### src/hdl/smws_pkg.sv
package smws_pkg;

	// Fixed payload widths.
	localparam int unsigned WORD_W = 16;
	localparam int unsigned CFG_IDX_W = 2;
	localparam int unsigned CFG_DATA_W = 5;

	// Configuration register indexes.
	localparam logic [CFG_IDX_W-1:0] REG_CLOCK_MODE = 2'd0;
	localparam logic [CFG_IDX_W-1:0] REG_LOW_FIRST = 2'd1;
	localparam logic [CFG_IDX_W-1:0] REG_WORD_BITS = 2'd2;

	// Reset value of the word length register.
	localparam logic [4:0] WORD_BITS_RESET = 5'd8;

	// Configuration as seen by the shift engine.
	typedef struct packed {
		logic [1:0] clock_mode;
		logic       low_first;
		logic [4:0] word_bits;
	} cfg_t;

	// One classified half-bit tick.
	typedef struct packed {
		logic              offer;
		logic [WORD_W-1:0] word;
		logic              last;
		logic              miso;
	} tick_t;

	// Status of the tick queue.
	typedef struct packed {
		logic not_empty;
		logic full;
	} q_stat_t;

endpackage

### src/hdl/smws_front.sv
module smws_front (
	input  logic                     clk,
	input  logic                     arst_n,
	input  logic                     in_valid,
	output logic                     in_stall,
	input  logic                     cmd,
	input  logic [15:0]              send_word,
	input  logic                     word_is_last,
	input  logic                     miso_level,
	input  logic                     pop,
	output smws_pkg::tick_t          q_item,
	output smws_pkg::q_stat_t        q_stat
);

	smws_pkg::tick_t slot_q [2];
	logic            wr_ptr_q;
	logic            rd_ptr_q;
	logic [1:0]      count_q;
	smws_pkg::tick_t tick;
	logic            push;
	logic            do_pop;

	// Classify the tick: word fields only matter when a word is offered.
	always_comb begin
		tick.offer = cmd;
		tick.word  = cmd ? send_word : '0;
		tick.last  = cmd & word_is_last;
		tick.miso  = miso_level;
	end

	assign q_stat.full      = (count_q == 2'd2);
	assign q_stat.not_empty = (count_q != 2'd0);
	assign in_stall         = q_stat.full;
	assign push             = in_valid & ~q_stat.full;
	assign do_pop           = pop & q_stat.not_empty;
	assign q_item           = slot_q[rd_ptr_q];

	// Queue payload slots.
	always_ff @(posedge clk) begin
		if (push) begin
			slot_q[wr_ptr_q] <= tick;
		end
	end

	// Queue pointers and fill count.
	always_ff @(posedge clk or negedge arst_n) begin
		if (!arst_n) begin
			wr_ptr_q <= 1'b0;
			rd_ptr_q <= 1'b0;
			count_q  <= 2'd0;
		end else begin
			if (push) begin
				wr_ptr_q <= ~wr_ptr_q;
			end
			if (do_pop) begin
				rd_ptr_q <= ~rd_ptr_q;
			end
			case ({push, do_pop})
				2'b10:   count_q <= count_q + 2'd1;
				2'b01:   count_q <= count_q - 2'd1;
				default: count_q <= count_q;
			endcase
		end
	end

endmodule

### src/hdl/smws_engine.sv
module smws_engine #(
	parameter int unsigned MAX_WORD_BITS = 16
) (
	input  logic                clk,
	input  logic                arst_n,
	input  smws_pkg::cfg_t      cfg,
	input  smws_pkg::tick_t     q_item,
	input  logic                q_valid,
	output logic                pop,
	output logic                out_valid,
	input  logic                out_stall,
	output logic                sck_level,
	output logic                mosi_level,
	output logic                ready_res,
	output logic                read_valid,
	output logic [15:0]         received_word,
	output logic                message_done
);

	localparam int unsigned W  = MAX_WORD_BITS;
	localparam int unsigned CW = $clog2(W + 1);
	localparam int unsigned IW = $clog2(W);
	localparam logic [5:0] MAXW6 = 6'(W);

	typedef enum logic [2:0] {
		PH_IDLE   = 3'b001,
		PH_FIRST  = 3'b010,
		PH_SECOND = 3'b100
	} phase_t;

	phase_t          ph_q, ph_n;
	logic [W-1:0]    tx_q, tx_n;
	logic [W-1:0]    rx_q, rx_n;
	logic [CW-1:0]   bl_q, bl_n;
	logic            sp_q, sp_n;
	logic            lp_q, lp_n;
	logic            mosi_q, mosi_n;
	logic            out_valid_q;

	logic [5:0]      wb6;
	logic [5:0]      n6;
	logic [CW-1:0]   n;
	logic [CW-1:0]   nm1_full;
	logic [IW-1:0]   nm1;
	logic [W-1:0]    mask;
	logic            cpol;
	logic            sck_first;
	logic            sck;
	logic            valid;
	logic [W-1:0]    rword;
	logic            done;

	// Effective word length: zero counts as one, large values saturate.
	always_comb begin
		wb6 = {1'b0, cfg.word_bits};
		if (wb6 == 6'd0) begin
			n6 = 6'd1;
		end else if (wb6 > MAXW6) begin
			n6 = MAXW6;
		end else begin
			n6 = wb6;
		end
	end

	assign n         = n6[CW-1:0];
	assign nm1_full  = n - CW'(1);
	assign nm1       = nm1_full[IW-1:0];
	assign mask      = {W{1'b1}} >> (CW'(W) - n);
	assign cpol      = cfg.clock_mode[1];
	assign sck_first = cfg.clock_mode[1] ^ cfg.clock_mode[0];

	// One tick per transaction as long as the output register can move.
	assign pop       = q_valid & (~out_valid_q | ~out_stall);
	assign out_valid = out_valid_q;

	// Next state for one half-bit tick.
	always_comb begin
		tx_n   = tx_q;
		rx_n   = rx_q;
		bl_n   = bl_q;
		sp_n   = sp_q;
		lp_n   = lp_q;
		mosi_n = mosi_q;
		ph_n   = ph_q;
		valid  = 1'b0;
		rword  = '0;
		done   = 1'b0;
		sck    = cpol;

		// Take in the MISO level that answers the previous sampling half.
		if (sp_q) begin
			sp_n = 1'b0;
			if (cfg.low_first) begin
				rx_n = (rx_q >> 1) | (W'(q_item.miso) << nm1);
			end else begin
				rx_n = (rx_q << 1) | W'(q_item.miso);
			end
			rx_n = rx_n & mask;
			if (bl_q == '0) begin
				valid = 1'b1;
				rword = rx_n;
				done  = lp_q;
				lp_n  = 1'b0;
			end
		end

		// An idle engine takes an offered word.
		if (ph_q != PH_FIRST && ph_q != PH_SECOND) begin
			ph_n = PH_IDLE;
			if (q_item.offer) begin
				tx_n = W'(q_item.word) & mask;
				rx_n = '0;
				bl_n = n;
				lp_n = q_item.last;
				ph_n = PH_FIRST;
			end
		end

		// Drive the pins for this half-bit.
		case (ph_n)
			PH_FIRST: begin
				if (cfg.low_first) begin
					mosi_n = tx_n[0];
					tx_n   = tx_n >> 1;
				end else begin
					mosi_n = tx_n[nm1];
					tx_n   = (tx_n << 1) & mask;
				end
				sck  = sck_first;
				ph_n = PH_SECOND;
			end
			PH_SECOND: begin
				sck  = ~sck_first;
				sp_n = 1'b1;
				if (bl_n != '0) begin
					bl_n = bl_n - CW'(1);
				end
				ph_n = (bl_n == '0) ? PH_IDLE : PH_FIRST;
			end
			default: begin
				sck = cpol;
			end
		endcase
	end

	// Shift state.
	always_ff @(posedge clk or negedge arst_n) begin
		if (!arst_n) begin
			ph_q   <= PH_IDLE;
			tx_q   <= '0;
			rx_q   <= '0;
			bl_q   <= '0;
			sp_q   <= 1'b0;
			lp_q   <= 1'b0;
			mosi_q <= 1'b0;
		end else if (pop) begin
			ph_q   <= ph_n;
			tx_q   <= tx_n;
			rx_q   <= rx_n;
			bl_q   <= bl_n;
			sp_q   <= sp_n;
			lp_q   <= lp_n;
			mosi_q <= mosi_n;
		end
	end

	// Output register valid flag.
	always_ff @(posedge clk or negedge arst_n) begin
		if (!arst_n) begin
			out_valid_q <= 1'b0;
		end else if (pop) begin
			out_valid_q <= 1'b1;
		end else if (~out_stall) begin
			out_valid_q <= 1'b0;
		end
	end

	// Output register payload.
	always_ff @(posedge clk) begin
		if (pop) begin
			sck_level     <= sck;
			mosi_level    <= mosi_n;
			ready_res     <= (ph_n == PH_IDLE);
			read_valid    <= valid;
			received_word <= 16'(rword);
			message_done  <= done;
		end
	end

endmodule

### src/hdl/spi_master_word_shifter.sv
// SPI master word shifter. Each input transaction is one half-bit tick and
// produces exactly one output transaction with the SCK and MOSI levels for
// that half-bit, the ready flag and, on the tick that follows a word's final
// half-bit, the received word and the message-done flag. The block sustains
// one tick per clock cycle while out_stall stays low; a tick's result passes
// through the two-entry tick queue and then the output register. The queue
// lets the input side take up to two more ticks while a result waits to be
// taken. The user must write clock mode, bit order and word length through
// the configuration port only while no tick is in flight; the block itself
// does not enforce this.
module spi_master_word_shifter #(
	parameter int unsigned MAX_WORD_BITS = 16
) (
	input  logic        clk,
	input  logic        arst_n,
	input  logic        cfg_we,
	input  logic [1:0]  cfg_index,
	input  logic [4:0]  cfg_data,
	input  logic        in_valid,
	output logic        in_stall,
	input  logic        cmd,
	input  logic [15:0] send_word,
	input  logic        word_is_last,
	input  logic        miso_level,
	output logic        out_valid,
	input  logic        out_stall,
	output logic        sck_level,
	output logic        mosi_level,
	output logic        ready_res,
	output logic        read_valid,
	output logic [15:0] received_word,
	output logic        message_done
);

	smws_pkg::cfg_t    cfg_q;
	smws_pkg::tick_t   q_item;
	smws_pkg::q_stat_t q_stat;
	logic              pop;

	// Configuration registers.
	always_ff @(posedge clk or negedge arst_n) begin
		if (!arst_n) begin
			cfg_q.clock_mode <= 2'd0;
			cfg_q.low_first  <= 1'b0;
			cfg_q.word_bits  <= smws_pkg::WORD_BITS_RESET;
		end else if (cfg_we) begin
			case (cfg_index)
				smws_pkg::REG_CLOCK_MODE: cfg_q.clock_mode <= cfg_data[1:0];
				smws_pkg::REG_LOW_FIRST:  cfg_q.low_first  <= cfg_data[0];
				smws_pkg::REG_WORD_BITS:  cfg_q.word_bits  <= cfg_data;
				default: begin
				end
			endcase
		end
	end

	smws_front u_front (
		.clk          (clk),
		.arst_n       (arst_n),
		.in_valid     (in_valid),
		.in_stall     (in_stall),
		.cmd          (cmd),
		.send_word    (send_word),
		.word_is_last (word_is_last),
		.miso_level   (miso_level),
		.pop          (pop),
		.q_item       (q_item),
		.q_stat       (q_stat)
	);

	smws_engine #(
		.MAX_WORD_BITS (MAX_WORD_BITS)
	) u_engine (
		.clk           (clk),
		.arst_n        (arst_n),
		.cfg           (cfg_q),
		.q_item        (q_item),
		.q_valid       (q_stat.not_empty),
		.pop           (pop),
		.out_valid     (out_valid),
		.out_stall     (out_stall),
		.sck_level     (sck_level),
		.mosi_level    (mosi_level),
		.ready_res     (ready_res),
		.read_valid    (read_valid),
		.received_word (received_word),
		.message_done  (message_done)
	);

`ifndef SYNTH
	// A message-done flag only comes with a completed word.
	assert property (@(posedge clk) disable iff (!arst_n)
		out_valid && message_done |-> read_valid)
		else $error("message_done without read_valid");

	// The received word reads as zero when no word completes.
	assert property (@(posedge clk) disable iff (!arst_n)
		out_valid && !read_valid |-> received_word == 16'd0)
		else $error("received_word not zero without read_valid");

	// A new result only appears after the queue held a tick.
	assert property (@(posedge clk) disable iff (!arst_n)
		$rose(out_valid) |-> $past(q_stat.not_empty))
		else $error("result without a queued tick");
`endif

endmodule

### config.mk
export PLATFORM = sky130hd
export DESIGN_NAME = spi_master_word_shifter
export DESIGN_NICKNAME = d
export VERILOG_FILES = /design/src/hdl/smws_pkg.sv /design/src/hdl/smws_front.sv /design/src/hdl/smws_engine.sv /design/src/hdl/spi_master_word_shifter.sv
export SDC_FILE = /design/constraint.sdc
export NUM_CORES = 1
export LEC_CHECK = 0
export BUFFER_PORTS_ARGS = -buffer_cell sky130_fd_sc_hd__clkbuf_2
export CAP_MARGIN = 20
export CORE_MARGIN = 10
export CORE_UTILIZATION = 58
export CTS_CLUSTER_DIAMETER = 30
export CTS_CLUSTER_SIZE = 24
export DETAILED_ROUTE_END_ITERATION = 8
export PLACE_DENSITY_LB_ADDON = 0.08
export SYNTH_ARGS = -nofsm -noshare
export SYNTH_HDL_FRONTEND = slang
export SYNTH_SLANG_ARGS = --single-unit
### constraint.sdc
create_clock -name clk -period 4.05 [get_ports clk]
set_input_delay 0.6075 -clock clk [delete_from_list [all_inputs] [get_ports clk]]
set_output_delay 0.6075 -clock clk [all_outputs]
set_load 0.005 [all_outputs]
======== Word-level counts from Yosys, hierarchy flattened ========
Memories as Yosys holds them, arrays and structs flattened.
Cells that the tools add are included.
storage, ports and cells
  register bits ........................... 77
  memory bits (writable) .................. 38
  input port bits ......................... 31
  output and inout port bits .............. 23
  word-level logic and storage cells ...... 107
  memories kept ........................... 1
memory list
  memory          depth  width  rd ports  clocked after Yosys merged registers in  wr ports  line              RTL
  u_front.slot_q  2      19     1         0                                        1         smws_front.sv:15  smws_pkg::tick_t slot_q [2];
cells by class
  add/subtract/negate cells ............... 5
  order comparisons ....................... 2
  equal/unequal tests ..................... 11
  shift-type cells ........................ 2
  muxes and demuxes ....................... 37
  bitwise gates (word level) .............. 17
  reductions and logical operators ........ 12
operators by type and width
  operator                 number
  $mux W16                 10
  $and A16 B16 Y16         3
  $mux W5                  7
  $or A15 B16 Y16          1
  $or A16 B1 Y16           1
  $shl A1 B4 Y16           1
  $shr A16 B5 Y16 const A  1
  $logic_not A5 Y1         3
  $mux W1                  13
  $reduce_and A2 Y1        4
  $eq A2 B2 Y1 const B     3
  $not A1 Y1               6
  $pmux W3 S2              1
  $gt A5 B5 Y1 const B     1
  $lt A4 B5 Y1 const B     1
  $reduce_bool A5 Y1       1
  $sub A5 B1 Y5 const B    1
  $sub A5 B5 Y5 const A    1
  $and A1 B1 Y1            4
  $bmux W1 S4              1
  $eq A2 B1 Y1 const B     2
  $mux W2                  2
  $pmux W2 S2              1
  $reduce_bool A2 Y1       2
  other kinds (15)         15

======== Depth between registers and ports, before layout ========
  word-level depth ........................ 12
  gate-level depth with buffers ........... 14
  gate-level depth less buffers ........... 12

======== By module ========
From an unflattened synthesis, not the netlist that was laid out.
unflattened totals
  cells, all modules ...................... 612
  area total of the unflattened synthesis .. 6361.1 µm²
modules (own cells, without submodules)
  module                   times used  cells each  area an instance (µm²)  seq. area each (µm²)
  smws_engine              1           497         4329.2                  1732.9
  smws_front               1           96          1681.6                  1241.2
  spi_master_word_shifter  1           19          350.3                   201.4

======== Worst setup path after synthesis ========
Ideal clock, no wire load.
  kind .................................... flip-flop to flip-flop
  start ................................... register cfg_q[3] in the netlist's numbering
  end ..................................... register u_engine.mosi_level (data pin)
  library setup time ...................... 0.158 ns
  data arrival time ....................... 2.857 ns
  data required time ...................... 3.892 ns
  slack ................................... 1.036 ns
  stages on the path, launching flop included .. 15
  buffers on the path ..................... 3
  period minus slack after synthesis ...... 3.014 ns
  cell sequence ........................... dfstp_2 buf_2 nor4_1 a21o_1 buf_2 ha_1 buf_2 nor2_1 a21oi_1 nand2_1 o31ai_2 nand3_1 a311o_1 o2bb2ai_1 o211ai_1
between the ends
  word-level cells in the longest chain between the ends .. 12
  elaborated cells between the ends (all ways) .. 14
  classes of those cells .................. add/sub: 2; order compare: 1; shift: 1; mux: 8; bitwise: 1; reduce/logical: 1
RTL lines
  item                           line                           RTL
  start, declared                spi_master_word_shifter.sv:35  smws_pkg::cfg_t cfg_q;
  $gt A5 B5 Y1                   smws_engine.sv:58              end else if (wb6 > MAXW6) begin
  $mux W5                        smws_engine.sv:58
  $mux W5 *                      smws_engine.sv:56              if (wb6 == 6'd0) begin
  $sub A5 B5 Y5                  smws_engine.sv:68              assign mask = {W{1'b1}} >> (CW'(W) - n);
  $shr A16 B5 Y16                smws_engine.sv:68
  $and A16 B16 Y16               smws_engine.sv:111             tx_n = W'(q_item.word) & mask;
  $mux W16                       smws_engine.sv:110             if (q_item.offer) begin
  $mux W16                       smws_engine.sv:108             if (ph_q != PH_FIRST && ph_q != PH_SECOND) begin
  $bmux W1 S4                    smws_engine.sv:126             mosi_n = tx_n[nm1];
  $mux W1 (implied by the code)  smws_engine.sv:126
  $mux W1 *                      smws_engine.sv:122             if (cfg.low_first) begin
  $mux W1 *                      smws_engine.sv:120             case (ph_n)
  named net u_engine.mosi_n      smws_engine.sv:37              logic mosi_q, mosi_n;
  end signal, assigned           smws_engine.sv:182             mosi_level <= mosi_n;
  end, declared                  smws_engine.sv:13              output logic mosi_level,
Mark *: on every way through the listed nets, which the timed path passes. The rest lies on a longest branch. The select of a mux whose other input is x is not followed.
A chain may end at the register's enable or synchronous reset.

======== Worst setup path in the final report ========
Ends and elaborated chain as after synthesis.

==> metrics.yaml <==
synthesis:
  post_synth.cell_area_avg_um2: 10.2
  synth_top_cell_area_share_pct: 28.6
  synth.cell_area_mm2: 0.00620
  synth_area_leaders: "edfxtp_1 (29%), dfrtp_1 (22%), nand2_1 (5.0%)"
  synth_ff_type: "edfxtp_1"
  synthArstFlopShare_pct: 48.7
  synth.distinct_cells: 73
  synthCells: 611
  ys_seq_elements: 115
  yosys_warnings: 0
  synth_edf_count: 59
  seq_area_frac_synth_pct: 51.2
  synth_area_leader_cell: "edfxtp_1"
  syn_nets: 648
power:
  power_density_mw_per_mm2: 856
  p_leak_nw: 2.89
  switching_share_pct: 40.4
  power.share.clock_pct: 25.1
  combPwrFrac_pct: 43.7
  seqPwrFrac_pct: 31.2
  power.total_mw: 6.16
  switchingPower_mw: 2.49
  p_int_mw: 3.67
  ir_worst_vdd_mv: 0.486
final_layout:
  seqCellArea_mm2: 0.00318
  multi_input_area_mm2: 0.00281
  n_antenna_cell: 0
  fin_cells: 812
  nNetsFinal: 700
  fillCellCount: 802
  syn_to_final_growth_pct: 16.1
  drive_gt1_share_pct: 21.6
timing:
  fmax_mhz: 269
  fin_setup_tns_ns: 0
  skew_ns: 0.00763
  drv_slew: 0
  setup_viol: 0
  slew_headroom_pct: 39.3
  hold_viol: 0
  whs_ns: 0.199
  period_share_pct: 91.7
  min_period_ns: 3.71
  rsz0062_at_grt: "false"
  worstMarginPinSlew_ns: 0.911
clock_network:
  holdBufCountCts: 0
  cts_tree: "built"
  numCtsBuffers: 17
  postCtsResizedCells: 0
  clkLatencyLatePin_ns: 0.53
  cts-root-buf: "clkbuf_8"
  post_cts_buffers: 0
  cts_sinks: 115
  clockBufferDepth: 2
  cts_htree_levels: 4
  cts.clk_slew.worst_paths_ns: 0.06
setup_path:
  critPathTopFamily: "compound AO/OA/AOI/OAI gates"
  worstSetupPathType: "flop to flop"
  crit_buf_inv: 2
  required_ns: 4.43
  cp_slowest_cell: "dfstp_2"
  cp_max_fo: 14
  arrival_ns: 4.09
  cp.depth: 13
  reg2reg_to: "u_engine.mosi_level$_DFFE_PP_"
  r2r-start: "cfg_q[3]$_DFFE_PN1P_"
  endpoint_kind: "flop"
  worst_path_largest_cell_delay_ns: 0.63
  r2r_slack_ns: 0.34
  rr_worst_depth: 13
  cp_cell_sequence: "nor4_1 -> a21o_1 -> inv_2 -> ha_1 -> nor2b_1 -> buf_4 -> nor3_4 -> nand2_1 -> o31ai_2 -> nand3_1 -> a311o_1 -> o2bb2ai_1 -> o211ai_1"
  start_kind: "flop"
drt:
  wl_per_cell_um: 20.0
  first_pass_iters: 8
  antenna_left: 0
  drt_iter0_markers: 643
  routed_via_density: 6.21
  num_vias: 5046
  post-route-drc-count: 0
  routed_wl_mm: 16.3
global_routing:
  grt_pass1_wl_mm: 25.8
  grt_overflow: 0
  grt_usage_pct: 22.1
  grt_max_degree: 49
  antenna_found_initial: 0
  grt_pass1_vias: 4888
placement:
  place_congestion: 0.949
  dpl.hpwl_mm: 11.4
  dp_cells: 779
  numPortBuffers: 53
floorplan:
  rows: 37
  io_pins: 54
  die_h_um: 123
  start_util_pct: 59.8
  coreArea_mm2: 0.0104
  fp.dieW_um: 123
  dieArea_mm2: 0.0152
worst_hold_path:
  hold_path_class: "primary input to asynchronous set/reset pin"
outcome:
  outcome: "complete, no violations"
run:
  drv_cap: 0
-- through the flow --
step	util (%)	setup slack, ns	instance area, µm²
global route	69.4	0.143	7200
detailed placement	63.5	0.418	6580
CTS	69.3	0.389	7190
finish	69.4	0.336	7200
global placement	63.5	0.487	6580
floorplan	-	1.04	6200
-- flip-flops by register name, indices dropped and copies added (netlist names), 2 cells and up --
name,count
u_front.count_q,2
u_engine.rx_q,16
u_engine.tx_q,16
u_front.slot_q,38
u_engine.ph_q,3
cfg_q,8
u_engine.received_word,16
u_engine.bl_q,5
-- layout by cell type, fill, tap and decap left out, types with 5 or more instances in the layout --
cell type / netlist / final
clkbuf_2: 0 / 53
o21ai_1: 12 / 12
ha_1: 6 / 6
mux2_2: 18 / 18
nand2b_1: 5 / 5
nor2b_1: 6 / 6
and2_1: 20 / 20
a31oi_1: 6 / 6
o2111ai_1: 6 / 6
nor2_1: 66 / 66
a2111oi_0: 5 / 5
a21o_1: 8 / 8
dfrtp_1: 54 / 53
clkbuf_16: 0 / 16
nor3_1: 5 / 5
a211o_1: 6 / 6
nand3_1: 12 / 12
mux2i_1: 12 / 12
edfxtp_1: 59 / 59
a21oi_1: 32 / 32
buf_4: 4 / 17
o21ai_0: 46 / 45
xnor2_1: 7 / 7
nand2_1: 82 / 82
inv_1: 6 / 6
o211ai_1: 10 / 10
a221o_1: 9 / 9
-- kinds of logic after synthesis --
logic type | after synthesis | synth area share [%]
AND/OR/NAND/NOR | 223 | 17.1
AO/OA/AOI/OAI | 179 | 20.0
flip-flops | 115 | 51.2
buffers and inverters | 46 | 3.49
multiplexers | 32 | 5.65
XOR/XNOR | 10 | 1.41
adder cells (fa/ha/maj) | 6 | 1.21
-- final cells by class --
type,instances,share of cell area [%]
Sequential cell,115,44.1
Multi-Input combinational cell,450,39.1
Clock buffer,23,6.34
Timing Repair Buffer,70,5.46
Tap cell,136,2.36
Clock inverter,9,2.14
Inverter,9,0.469
-- per-layer routing --
layer	up-vias	GRT usage, %	routed length, µm
met4	0	8.08	340
met2	220	34.9	7760
li1	2359	-	-
met1	2437	27.8	6790
met3	30	7.25	1370
met5	-	0	0
-- worst max-delay path by stage --
| stage | startpoint | end |
|---|---|---|
| 2_1_floorplan | cfg_q[3]$_DFFE_PN1P_ | u_engine.mosi_level$_DFFE_PP_ |
| 3_3_place_gp | cfg_q[3]$_DFFE_PN1P_ | u_engine.mosi_level$_DFFE_PP_ |
| 3_5_place_dp | cfg_q[3]$_DFFE_PN1P_ | u_engine.mosi_level$_DFFE_PP_ |
| 4_1_cts | cfg_q[3]$_DFFE_PN1P_ | u_engine.mosi_level$_DFFE_PP_ |
| 5_1_grt | cfg_q[3]$_DFFE_PN1P_ | u_engine.mosi_q$_DFFE_PN0P_ |
| 6_report | cfg_q[3]$_DFFE_PN1P_ | u_engine.mosi_level$_DFFE_PP_ |
-- Yosys cell counts, types with 3 or more instances --
library cell and instances:
nand2_1 82, nor2_1 66, edfxtp_1 59, dfrtp_1 54, o21ai_0 46, a21oi_1 32, and2_1 20, clkbuf_1 18
mux2_2 18, mux2i_1 12, nand3_1 12, o21ai_1 12, buf_2 11, o211ai_1 10, a221o_1 9, a21o_1 8
xnor2_1 7, a211o_1 6, a31oi_1 6, ha_1 6, inv_1 6, nor2b_1 6, o2111ai_1 6, a2111oi_0 5
nand2b_1 5, nor3_1 5, buf_4 4, nand3b_1 4, o31ai_2 4, a32oi_1 3, and3_1 3, o31ai_1 3
xor2_1 3
-- worst register-to-register path: cells and delay by family, from the launching register on --
family	cells	cell delay (ns)
compound gates	5	1.29
buf+inv	2	0.29
fa+ha+maj	1	0.49
simple gates	5	0.85
flops	1	0.63
-- power by group through the flow --
stage                     Sequential, mW  Combinational (mW)  Clock, mW
after floorplan                     1.84                1.97          0
final                               1.92                2.69       1.55
after global routing                1.97                2.94       1.62
after global placement              1.91                2.58          0
after detailed placement            1.93                2.63          0
after CTS                           1.92                2.66       1.56
No activity file was read; power rests on OpenSTA's default activity.
